$ cat src/hw/rtl/fba_pkg.sv
// Package for the fit block allocator: codes, field widths and default sizes.
// Used by fit_block_allocator_top and its checker; depends on nothing else.
package fba_pkg;

  // Default table depth and capacity width.
  localparam int unsigned MAX_BLOCKS_DEF = 32;
  localparam int unsigned SIZE_BITS_DEF  = 16;

  // Fixed widths of the stream fields.
  localparam int unsigned FUNC_W      = 2;
  localparam int unsigned LOAD_IDX_W  = 5;
  localparam int unsigned FIELD_SZ_W  = 16;
  localparam int unsigned GRANT_BLK_W = 5;
  localparam int unsigned NUM_BLK_W   = 6;
  localparam int unsigned MODE_W      = 2;
  localparam int unsigned S_TDATA_W   = 40;
  localparam int unsigned M_TDATA_W   = 8;
  localparam int unsigned CFG_IDX_W   = 1;
  localparam int unsigned CFG_DATA_W  = 6;

  // Function carried in s_axis_tuser.
  typedef enum logic [FUNC_W-1:0] {
    FUNC_LOAD    = 2'd0,
    FUNC_ALLOC   = 2'd1,
    FUNC_RESTART = 2'd2
  } func_e;

  // Search rule.
  typedef enum logic [MODE_W-1:0] {
    MODE_FIRST = 2'd0,
    MODE_BEST  = 2'd1,
    MODE_WORST = 2'd2,
    MODE_NEXT  = 2'd3
  } mode_e;

  // Configuration register indexes.
  typedef enum logic [CFG_IDX_W-1:0] {
    CFG_FIT_MODE   = 1'b0,
    CFG_NUM_BLOCKS = 1'b1
  } cfg_idx_e;

endpackage

$ cat src/hw/rtl/fit_block_allocator_top.sv
// Fit block allocator: capacity table with first, best, worst and next fit search.
// Depends on fba_pkg for codes and widths; holds both capacity memories itself.
//
// Channel   Dir  Handshake               Contents
// s_axis    in   tvalid/tready           tuser: func; tdata: index, load size, request size
// m_axis    out  tvalid/tready           tdata: granted, grant block
// cfg       in   cfg_we_i (no wait)      cfg_index_i selects fit mode or block count
//
// A load request writes the original-capacity memory directly. An allocate scans n entries,
// where n is the clipped block count: one read of the remaining-capacity memory per cycle
// through one comparator. A restart copies all MAX_BLOCKS entries, one memory copy per cycle.
// Reset clears the control state and the next-fit pointer; the memories are not cleared.
// A result waits in the output register; a second allocate stalls at its end while it waits.
module fit_block_allocator_top #(
  parameter int unsigned MAX_BLOCKS = fba_pkg::MAX_BLOCKS_DEF,
  parameter int unsigned SIZE_BITS  = fba_pkg::SIZE_BITS_DEF
) (
  input  logic                             clk_i,
  input  logic                             rst_ni,
  // Input requests.
  input  logic                             s_axis_tvalid,
  output logic                             s_axis_tready,
  // From bit 0: load_index[4:0], load_size[20:5], request_size[36:21], zero pad.
  input  logic [fba_pkg::S_TDATA_W-1:0]    s_axis_tdata,
  // From bit 0: func[1:0].
  input  logic [fba_pkg::FUNC_W-1:0]       s_axis_tuser,
  // Results.
  output logic                             m_axis_tvalid,
  input  logic                             m_axis_tready,
  // From bit 0: granted[0], grant_block[5:1], zero pad.
  output logic [fba_pkg::M_TDATA_W-1:0]    m_axis_tdata,
  // Configuration writes.
  input  logic                             cfg_we_i,
  input  logic [fba_pkg::CFG_IDX_W-1:0]    cfg_index_i,
  input  logic [fba_pkg::CFG_DATA_W-1:0]   cfg_wdata_i
);

  localparam int unsigned IDX_W = (MAX_BLOCKS > 1) ? $clog2(MAX_BLOCKS) : 1;
  localparam int unsigned CNT_W = $clog2(MAX_BLOCKS + 1);

  typedef enum logic [1:0] {
    ST_IDLE,
    ST_SCAN,
    ST_COPY,
    ST_DONE
  } state_e;

  // Request fields.
  logic [fba_pkg::LOAD_IDX_W-1:0] in_load_index;
  logic [fba_pkg::FIELD_SZ_W-1:0] in_load_size;
  logic [fba_pkg::FIELD_SZ_W-1:0] in_request_size;
  logic                           in_accept;

  assign in_load_index   = s_axis_tdata[4:0];
  assign in_load_size    = s_axis_tdata[20:5];
  assign in_request_size = s_axis_tdata[36:21];
  assign in_accept       = s_axis_tvalid && s_axis_tready;

  // Configuration.
  fba_pkg::mode_e                mode_q;
  logic [fba_pkg::NUM_BLK_W-1:0] nb_q;

  // Sequencer and scan datapath.
  state_e               state_q, state_d;
  logic [CNT_W-1:0]     lim_q, lim_d;
  logic [CNT_W-1:0]     left_q, left_d;
  logic [IDX_W-1:0]     cur_q, cur_d;
  logic                 ev_v_q, ev_v_d;
  logic [IDX_W-1:0]     ev_idx_q, ev_idx_d;
  logic [SIZE_BITS-1:0] req_q, req_d;
  logic                 found_q, found_d;
  logic [IDX_W-1:0]     pick_q, pick_d;
  logic [SIZE_BITS-1:0] best_q, best_d;
  logic [IDX_W-1:0]     ptr_q, ptr_d;
  logic                 out_v_q, out_v_d;
  logic                 out_granted_q, out_granted_d;
  logic [fba_pkg::GRANT_BLK_W-1:0] out_block_q, out_block_d;

  logic [CNT_W-1:0]     n_clip;
  logic [IDX_W-1:0]     cur_next;
  logic [IDX_W-1:0]     scan_start;
  logic                 fits;
  logic                 better;

  // Memory ports.
  logic [SIZE_BITS-1:0] orig_mem [MAX_BLOCKS];
  logic [SIZE_BITS-1:0] rem_mem  [MAX_BLOCKS];
  logic [SIZE_BITS-1:0] orig_rd_q;
  logic [SIZE_BITS-1:0] rem_rd_q;
  logic                 orig_we;
  logic                 rem_we;
  logic [IDX_W-1:0]     rem_wa;
  logic [SIZE_BITS-1:0] rem_wd;

  assign n_clip = (32'(nb_q) > MAX_BLOCKS) ? CNT_W'(MAX_BLOCKS) : CNT_W'(nb_q);

  assign cur_next = ((CNT_W'(cur_q) + CNT_W'(1)) == lim_q) ? '0 : cur_q + IDX_W'(1);

  assign scan_start = ((mode_q == fba_pkg::MODE_NEXT) && (CNT_W'(ptr_q) < n_clip)) ?
                      ptr_q : '0;

  // The shared comparator pair: fit against the request, and against the best so far.
  assign fits   = (rem_rd_q >= req_q);
  assign better = ((mode_q == fba_pkg::MODE_BEST)  && (rem_rd_q < best_q)) ||
                  ((mode_q == fba_pkg::MODE_WORST) && (rem_rd_q > best_q));

  assign s_axis_tready = (state_q == ST_IDLE);
  assign m_axis_tvalid = out_v_q;
  assign m_axis_tdata  = {2'b00, out_block_q, out_granted_q};

  assign orig_we = in_accept && (fba_pkg::func_e'(s_axis_tuser) == fba_pkg::FUNC_LOAD) &&
                   (32'(in_load_index) < MAX_BLOCKS);

  always_comb begin
    state_d       = state_q;
    lim_d         = lim_q;
    left_d        = left_q;
    cur_d         = cur_q;
    ev_v_d        = 1'b0;
    ev_idx_d      = cur_q;
    req_d         = req_q;
    found_d       = found_q;
    pick_d        = pick_q;
    best_d        = best_q;
    ptr_d         = ptr_q;
    out_v_d       = out_v_q && !m_axis_tready;
    out_granted_d = out_granted_q;
    out_block_d   = out_block_q;
    rem_we        = 1'b0;
    rem_wa        = ev_idx_q;
    rem_wd        = orig_rd_q;

    // Issue one memory read per cycle while entries remain.
    if ((state_q == ST_SCAN || state_q == ST_COPY) && left_q != '0) begin
      ev_v_d = 1'b1;
      cur_d  = cur_next;
      left_d = left_q - CNT_W'(1);
    end

    unique case (state_q)
      ST_IDLE: begin
        if (in_accept) begin
          case (fba_pkg::func_e'(s_axis_tuser))
            fba_pkg::FUNC_ALLOC: begin
              cur_d   = scan_start;
              lim_d   = n_clip;
              left_d  = n_clip;
              req_d   = SIZE_BITS'(in_request_size);
              found_d = 1'b0;
              state_d = ST_SCAN;
            end
            fba_pkg::FUNC_RESTART: begin
              cur_d   = '0;
              lim_d   = CNT_W'(MAX_BLOCKS);
              left_d  = CNT_W'(MAX_BLOCKS);
              ptr_d   = '0;
              state_d = ST_COPY;
            end
            default: ;
          endcase
        end
      end
      ST_SCAN: begin
        if (ev_v_q && fits && (!found_q || better)) begin
          found_d = 1'b1;
          pick_d  = ev_idx_q;
          best_d  = rem_rd_q;
        end
        if (left_q == '0 && !ev_v_q) begin
          state_d = ST_DONE;
        end
      end
      ST_COPY: begin
        rem_we = ev_v_q;
        if (left_q == '0 && !ev_v_q) begin
          state_d = ST_IDLE;
        end
      end
      ST_DONE: begin
        if (!out_v_q || m_axis_tready) begin
          rem_we        = found_q;
          rem_wa        = pick_q;
          rem_wd        = best_q - req_q;
          out_v_d       = 1'b1;
          out_granted_d = found_q;
          out_block_d   = found_q ? fba_pkg::GRANT_BLK_W'(pick_q) : '0;
          if (found_q && mode_q == fba_pkg::MODE_NEXT) begin
            ptr_d = pick_q;
          end
          state_d = ST_IDLE;
        end
      end
      default: state_d = ST_IDLE;
    endcase
  end

  always_ff @(posedge clk_i or negedge rst_ni) begin
    if (!rst_ni) begin
      state_q       <= ST_IDLE;
      mode_q        <= fba_pkg::MODE_FIRST;
      nb_q          <= '0;
      lim_q         <= '0;
      left_q        <= '0;
      cur_q         <= '0;
      ev_v_q        <= 1'b0;
      ev_idx_q      <= '0;
      req_q         <= '0;
      found_q       <= 1'b0;
      pick_q        <= '0;
      best_q        <= '0;
      ptr_q         <= '0;
      out_v_q       <= 1'b0;
      out_granted_q <= 1'b0;
      out_block_q   <= '0;
    end else begin
      if (cfg_we_i) begin
        unique case (fba_pkg::cfg_idx_e'(cfg_index_i))
          fba_pkg::CFG_FIT_MODE:   mode_q <= fba_pkg::mode_e'(cfg_wdata_i[1:0]);
          fba_pkg::CFG_NUM_BLOCKS: nb_q   <= cfg_wdata_i;
          default: ;
        endcase
      end
      state_q       <= state_d;
      lim_q         <= lim_d;
      left_q        <= left_d;
      cur_q         <= cur_d;
      ev_v_q        <= ev_v_d;
      ev_idx_q      <= ev_idx_d;
      req_q         <= req_d;
      found_q       <= found_d;
      pick_q        <= pick_d;
      best_q        <= best_d;
      ptr_q         <= ptr_d;
      out_v_q       <= out_v_d;
      out_granted_q <= out_granted_d;
      out_block_q   <= out_block_d;
    end
  end

  // Original capacities: written by loads, read by the restart copy.
  always_ff @(posedge clk_i) begin
    if (orig_we) begin
      orig_mem[IDX_W'(in_load_index)] <= SIZE_BITS'(in_load_size);
    end
    orig_rd_q <= orig_mem[cur_q];
  end

  // Remaining capacities: written by the copy and by a grant, read by the scan.
  always_ff @(posedge clk_i) begin
    if (rem_we) begin
      rem_mem[rem_wa] <= rem_wd;
    end
    rem_rd_q <= rem_mem[cur_q];
  end

endmodule

$ cat config.mk
export PLATFORM = sky130hd
export DESIGN_NAME = fit_block_allocator_top
export DESIGN_NICKNAME = d
export VERILOG_FILES = /design/src/hw/rtl/fba_pkg.sv /design/src/hw/rtl/fit_block_allocator_top.sv
export SDC_FILE = /design/constraint.sdc
export NUM_CORES = 1
export LEC_CHECK = 0
export BUFFER_PORTS_ARGS = -buffer_cell sky130_fd_sc_hd__buf_4
export CAP_MARGIN = 20
export CORE_UTILIZATION = 45
export DETAILED_ROUTE_END_ITERATION = 8
export SLEW_MARGIN = 20
export SYNTH_ARGS = -nofsm -noshare
export SYNTH_HDL_FRONTEND = slang
export SYNTH_SLANG_ARGS = --single-unit
$ cat constraint.sdc
create_clock -name clk_i -period 6.45 [get_ports clk_i]
set_clock_uncertainty 0.15 [all_clocks]
set_input_delay 1.935 -clock clk_i [delete_from_list [all_inputs] [get_ports clk_i]]
set_output_delay 1.935 -clock clk_i [all_outputs]
set_load 0.005 [all_outputs]
==> impl_metrics.json, run 1 <==
{
  "slew_headroom": 0.231,
  "ys_warn_count": 0,
  "hold_violations": 0,
  "synthMuxAreaShare": 0.139,
  "setup_tns_ns": 0,
  "cts_sinks": 1139,
  "final_cells": 4238,
  "utilization": 0.518,
  "cts_made_buffers": 113,
  "place_area_mm2": 0.0490,
  "dieArea_mm2": 0.105,
  "drtAntennaViolNets": 0,
  "clockBufferDepth": 3,
  "drc": 0,
  "fp.coreArea_mm2": 0.102,
  "worst_slack_ns": 2.10,
  "synthSimpleGateAreaFrac": 0.0375,
  "cts_hold_buf": 0,
  "synth-adder-area-share": 0.0170,
  "synth_compound_area_frac": 0.0645,
  "via_per_inst": 5.88,
  "p_total_mw": 23.7,
  "worstPathMaxFanout": 16,
  "synth_area_leaders": "edfxtp_1, mux4_2, dfrtp_1",
  "grt_max_degree": 130,
  "die_h_um": 324,
  "slew_viol_final": 0,
  "setup_viol_count_final": 0,
  "rrSetupSlack_ns": 2.35,
  "yosysUniqueCellTypes": 66,
  "drtIter0Drc": 2328,
  "dr_total_vias": 24900,
  "hold_class": "reg -> reg",
  "crit_type": "in -> reg",
  "pre_cts_ws_ns": 1.37,
  "postSynthCellCount": 2661,
  "antenna_found_initial": 1,
  "wl_per_cell_um": 26.8,
  "overflow": 0,
  "drtPass1Iterations": 5,
  "cp.required_ns": 6.59,
  "final_area_mm2": 0.0530,
  "area_delta_synth_final_pct": 13.5,
  "io_buffers": 58,
  "yosysTopAreaCellShare": 0.659,
  "maxCapViolCount": 0,
  "drive_above_1_share": 0.226,
  "rsz0062_at_grt": "no",
  "synth_flop_cell": "edfxtp_1",
  "final_nets": 2891,
  "postCtsResizedCells": 0,
  "routed_wl_um": 114000,
  "worst_pin_slew_ns": 1.14,
  "htreeDepth": 3,
  "io_pins": 64,
  "dp_hpwl_um": 68000,
  "worstPathArrival_ns": 4.49,
  "fmax_ghz": 0.230,
  "place_congestion": 0.839,
  "period_needed_ns": 4.35,
  "grt.total_usage": 0.218,
  "yosysMostFrequentCell": "edfxtp_1",
  "async_reset_ff_frac": 0.0729,
  "num_rows": 117,
  "cts_tree": "yes",
  "diodes": 0,
  "syn-cell-area_mm2": 0.0467,
  "post-cts-setup-buffers": 0,
  "place_inst": 4025,
  "vdd_drop_max_mv": 0.293,
  "synthTopCellsByCount": "edfxtp_1, mux2i_1, mux4_2",
  "endpoint_kind": "register",
  "status": "finished, final reports clean",
  "grt_pass1_vias": 25200,
  "die_x_um": 324,
  "synth_xor_area_frac": 0.00469,
  "cts-root-buf": "clkbuf_16",
  "power_density_mw_per_mm2": 448,
  "holdWs_ns": 0.327,
  "grt_pass1_wl_um": 166000,
  "initial_core_util": 0.456,
  "fin_crit_sh": 0.674,
  "synth.avg_cell_area_um2": 17.5,
  "synth_seq_cells": 1139,
  "ys_seq_area_frac": 0.717,
  "synth_edf_count": 1024,
  "synth_top_cell_by_area": "edfxtp_1",
  "startpoint_type": "primary input",
  "synth_top_family_by_area": "multiplexers",
  "cts.clk_slew.worst_paths_ns": 0.07,
  "clock_latency_ns": 0.71,
  "p_leak_nw": 17.4
}
[routing by layer]
metal,wire (um),vias up,GRT usage
met5,0,-,0
met4,3960,0,0.0792
met3,7370,173,0.0328
met2,54500,875,0.358
met1,47700,13000,0.297
li1,-,10900,-
[final timing paths]
| path | startpoint | end | cells past startpoint |
|---|---|---|---|
| min in group asynchronous | rst_ni | nb_q[1] | 1 |
| worst max register to register | best_q[14] | best_q[15] | 8 |
| max in group asynchronous | rst_ni | cur_q[1] | 1 |
| worst max-delay path | m_axis_tready | rem_mem[1][3] | 7 |
| worst min-delay path | out_block_q[1] | out_block_q[1] | 2 |
| worst min register to register | out_block_q[1] | out_block_q[1] | 2 |
[cell usage in the layout (no fill, tap or decap), types with 6 or more instances in the layout]
| master | count |
|---|---|
| o221ai_1 | 73 |
| o211ai_1 | 7 |
| mux2i_1 | 176 |
| o211ai_2 | 20 |
| xnor2_1 | 14 |
| nor2_2 | 15 |
| xor2_1 | 11 |
| nand3b_1 | 20 |
| nand2b_1 | 11 |
| o21ai_0 | 70 |
| o311ai_0 | 11 |
| edfxtp_1 | 1024 |
| inv_1 | 58 |
| clkbuf_8 | 10 |
| o21ai_4 | 6 |
| a21boi_0 | 36 |
| dfrtp_1 | 78 |
| mux4_2 | 160 |
| clkbuf_1 | 23 |
| a31oi_1 | 10 |
| clkinv_1 | 17 |
| clkbuf_16 | 114 |
| a21o_1 | 6 |
| dfxtp_1 | 32 |
| o22ai_1 | 51 |
| nand2_1 | 97 |
| nand4_1 | 7 |
| bufinv_16 | 17 |
| ha_1 | 62 |
| a21oi_1 | 59 |
| nand3_1 | 75 |
| nor2_1 | 62 |
| nor3_1 | 7 |
| buf_4 | 144 |
| o31ai_1 | 39 |
| nor2b_1 | 36 |
| clkinv_2 | 21 |
| mux2_2 | 92 |
[report_power, final]
part	internal, mW	total, mW	switching, mW	leakage, nW
Clock	4.04	6.84	2.79	1.90
Sequential	9.15	9.66	0.510	10.5
Combinational	2.69	7.24	4.55	4.94
Total	15.9	23.7	7.86	17.4
[critical path, cell delays in order]
cell and delay [ns]:
buf_4 0.07, nand2b_1 0.18, and2_1 0.53, nand2_1 0.15, o22ai_1 0.25, nand2b_1 0.43, nor2_2 0.93
[flip-flops by register name (all words and copies together), names as in the netlist, 16 cells and up]
name,cells
orig_rd_q,16
rem_mem,512
rem_rd_q,16
req_q,16
orig_mem,512
best_q,16
[logic make-up after synthesis]
group | Yosys count
flops | 1139
mux | 433
compound gates | 426
simple gates | 360
buf+inv | 214
fa+ha+maj | 63
xor+xnor | 25
other cells | 1
[layout make-up]
cell class	count	area [um2]
tap	1368	1710
clock inverter	64	820
fill	8118	49300
timing repair buffer	152	1230
clock buffer	147	3080
sequential	1139	33500
multi-input combinational	1309	12400
inverter	59	221
No activity file was read; power rests on OpenSTA's default activity.
==> run 2: changes to the inputs <==
==> constraint.sdc (replaced) <==
create_clock -name clk_i -period 4.2 [get_ports clk_i]
set_clock_uncertainty 0.15 [all_clocks]
set_input_delay 1.26 -clock clk_i [delete_from_list [all_inputs] [get_ports clk_i]]
set_output_delay 1.26 -clock clk_i [all_outputs]
set_load 0.005 [all_outputs]
==> run 2 against run 1 <==
Effect of this change: die area is the same; wire length about the same; utilization increased by 0.59 points; critical path type is now reg -> reg; critical path depth up 2; first-iteration DRC count fell by 6.9%; sequential cell count did not move; critical endpoint is now best_q[15]; largest cell class unchanged; worst hold slack lost 0.0084 ns; sequential power increased by 54%.
==> impl_metrics.json, run 2 (same netlist as run 1, synthesis figures left out) <==
{
  "grt_max_degree": 65,
  "slew_viol_final": 0,
  "fp.coreArea_mm2": 0.102,
  "via_per_inst": 5.79,
  "use_met3": 0.0301,
  "maxCapViolCount": 0,
  "rsz0062_at_grt": "no",
  "slew_headroom": 0.273,
  "pwr-share-comb": 0.313,
  "top_regs": "orig_mem: 512 flops, rem_mem: 512 flops",
  "swShare": 0.333,
  "cts_hold_buf": 0,
  "fmax_ghz": 0.290,
  "die_x_um": 324,
  "worst_pin_slew_ns": 1.09,
  "routed_wl_um": 114000,
  "initial_core_util": 0.456,
  "seqPwrFrac": 0.410,
  "diodes": 0,
  "drtPass1Iterations": 7,
  "grt_pass1_wl_um": 167000,
  "cts_tree": "yes",
  "io_pins": 64,
  "cts_sinks": 1139,
  "use_met1": 0.297,
  "final_common_cell": "edfxtp_1",
  "p_total_mw": 36.3,
  "cts.clk_slew.worst_paths_ns": 0.07,
  "cell_internal_pwr_mw": 24.2,
  "fin_crit_sh": 0.822,
  "layout_common_cells": "edfxtp_1, buf_4, mux2i_1",
  "dr_total_vias": 24900,
  "hold_violations": 0,
  "drtIter0Drc": 2167,
  "overflow": 0,
  "grt.busiest_layer": "met2",
  "holdWs_ns": 0.318,
  "status": "finished, final reports clean",
  "setup_viol_count_final": 0,
  "wl_per_cell_um": 26.4,
  "num_rows": 117,
  "p_leak_nw": 17.7,
  "die_h_um": 324,
  "endpoint_kind": "register",
  "final_nets": 2955,
  "dp_hpwl_um": 71100,
  "postCtsResizedCells": 0,
  "grt_util_met2": 0.363,
  "worstPathArrival_ns": 3.86,
  "drive_above_1_share": 0.240,
  "power_density_mw_per_mm2": 678,
  "drtAntennaViolNets": 0,
  "htreeDepth": 3,
  "io_buffers": 58,
  "crit_type": "reg -> reg",
  "antenna_found_initial": 2,
  "drc": 0,
  "startpoint_type": "register",
  "dieArea_mm2": 0.105,
  "grt.total_usage": 0.220,
  "place_congestion": 0.862,
  "cts-root-buf": "clkbuf_16",
  "switching_power_mw": 12.1,
  "vdd_drop_max_mv": 0.425,
  "area_delta_synth_final_pct": 14.8,
  "post-cts-setup-buffers": 0,
  "grt_pass1_vias": 25600,
  "period_needed_ns": 3.45,
  "worstPathMaxFanout": 21,
  "pwr-share-clk": 0.278,
  "hold_class": "reg -> reg",
  "cts_made_buffers": 115,
  "clock_latency_ns": 0.71,
  "setup_tns_ns": 0,
  "clockBufferDepth": 3,
  "cp.required_ns": 4.61
}
run 2: layer usage:
metal	routed length, um	up-vias
li1	-	11000
met1	48600	13000
met2	55300	751
met3	5590	198
met4	4040	0
met5	0	-
run 2: final timing paths:
path | end | start | slack, ns | cells after the start
min in group asynchronous | lim_q[2] | rst_ni | 0.47 | 1
worst min register to register | out_block_q[4] | out_block_q[4] | 0.32 | 2
worst max-delay path | best_q[15] | best_q[14] | 0.75 | 9
max in group asynchronous | req_q[0] | rst_ni | 2.79 | 2
worst min-delay path | out_block_q[4] | out_block_q[4] | 0.32 | 2
worst max register to register | best_q[15] | best_q[14] | 0.75 | 9
run 2: power groups by stage:
stage	clock network (mW)	registers (mW)	logic, mW
4_1_cts	10.3	14.9	11.3
3_5_place_dp	0	15.1	11.3
5_1_grt	10.7	15.0	12.2
6_report	10.1	14.9	11.4
3_3_place_gp	0	15.1	11.0
2_1_floorplan	0	14.6	7.54
run 2: critical path, cell delays in order, from the launching register on:
cell and delay, ns:
dfrtp_1 0.43, inv_1 0.06, ha_1 0.32, nand4_1 0.20
or4_4 0.59, a21oi_2 0.15, or3_1 0.54, mux2i_4 0.32
buf_4 0.38, o211ai_1 0.15
run 2: area by class of cell:
class / instances / area, um2
clock buffer: 146 / 3050
clock inverter: 71 / 687
fill: 8113 / 48700
inverter: 59 / 221
multi-input combinational: 1309 / 12500
sequential: 1139 / 33500
tap: 1368 / 1710
timing repair buffer: 214 / 2000
run 2: metrics by stage:
step / utilization / setup slack, ns / instances / area (um2)
final: 0.524 / 0.748 / 4306 / 53600
after global routing: 0.524 / 0.595 / 4306 / 53600
after CTS: 0.523 / 0.737 / 4303 / 53500
after detailed placement: 0.487 / 0.422 / 4086 / 49800
after global placement: 0.487 / 0.461 / 4086 / 49800
after floorplan: - / 0.130 / 2662 / 46700
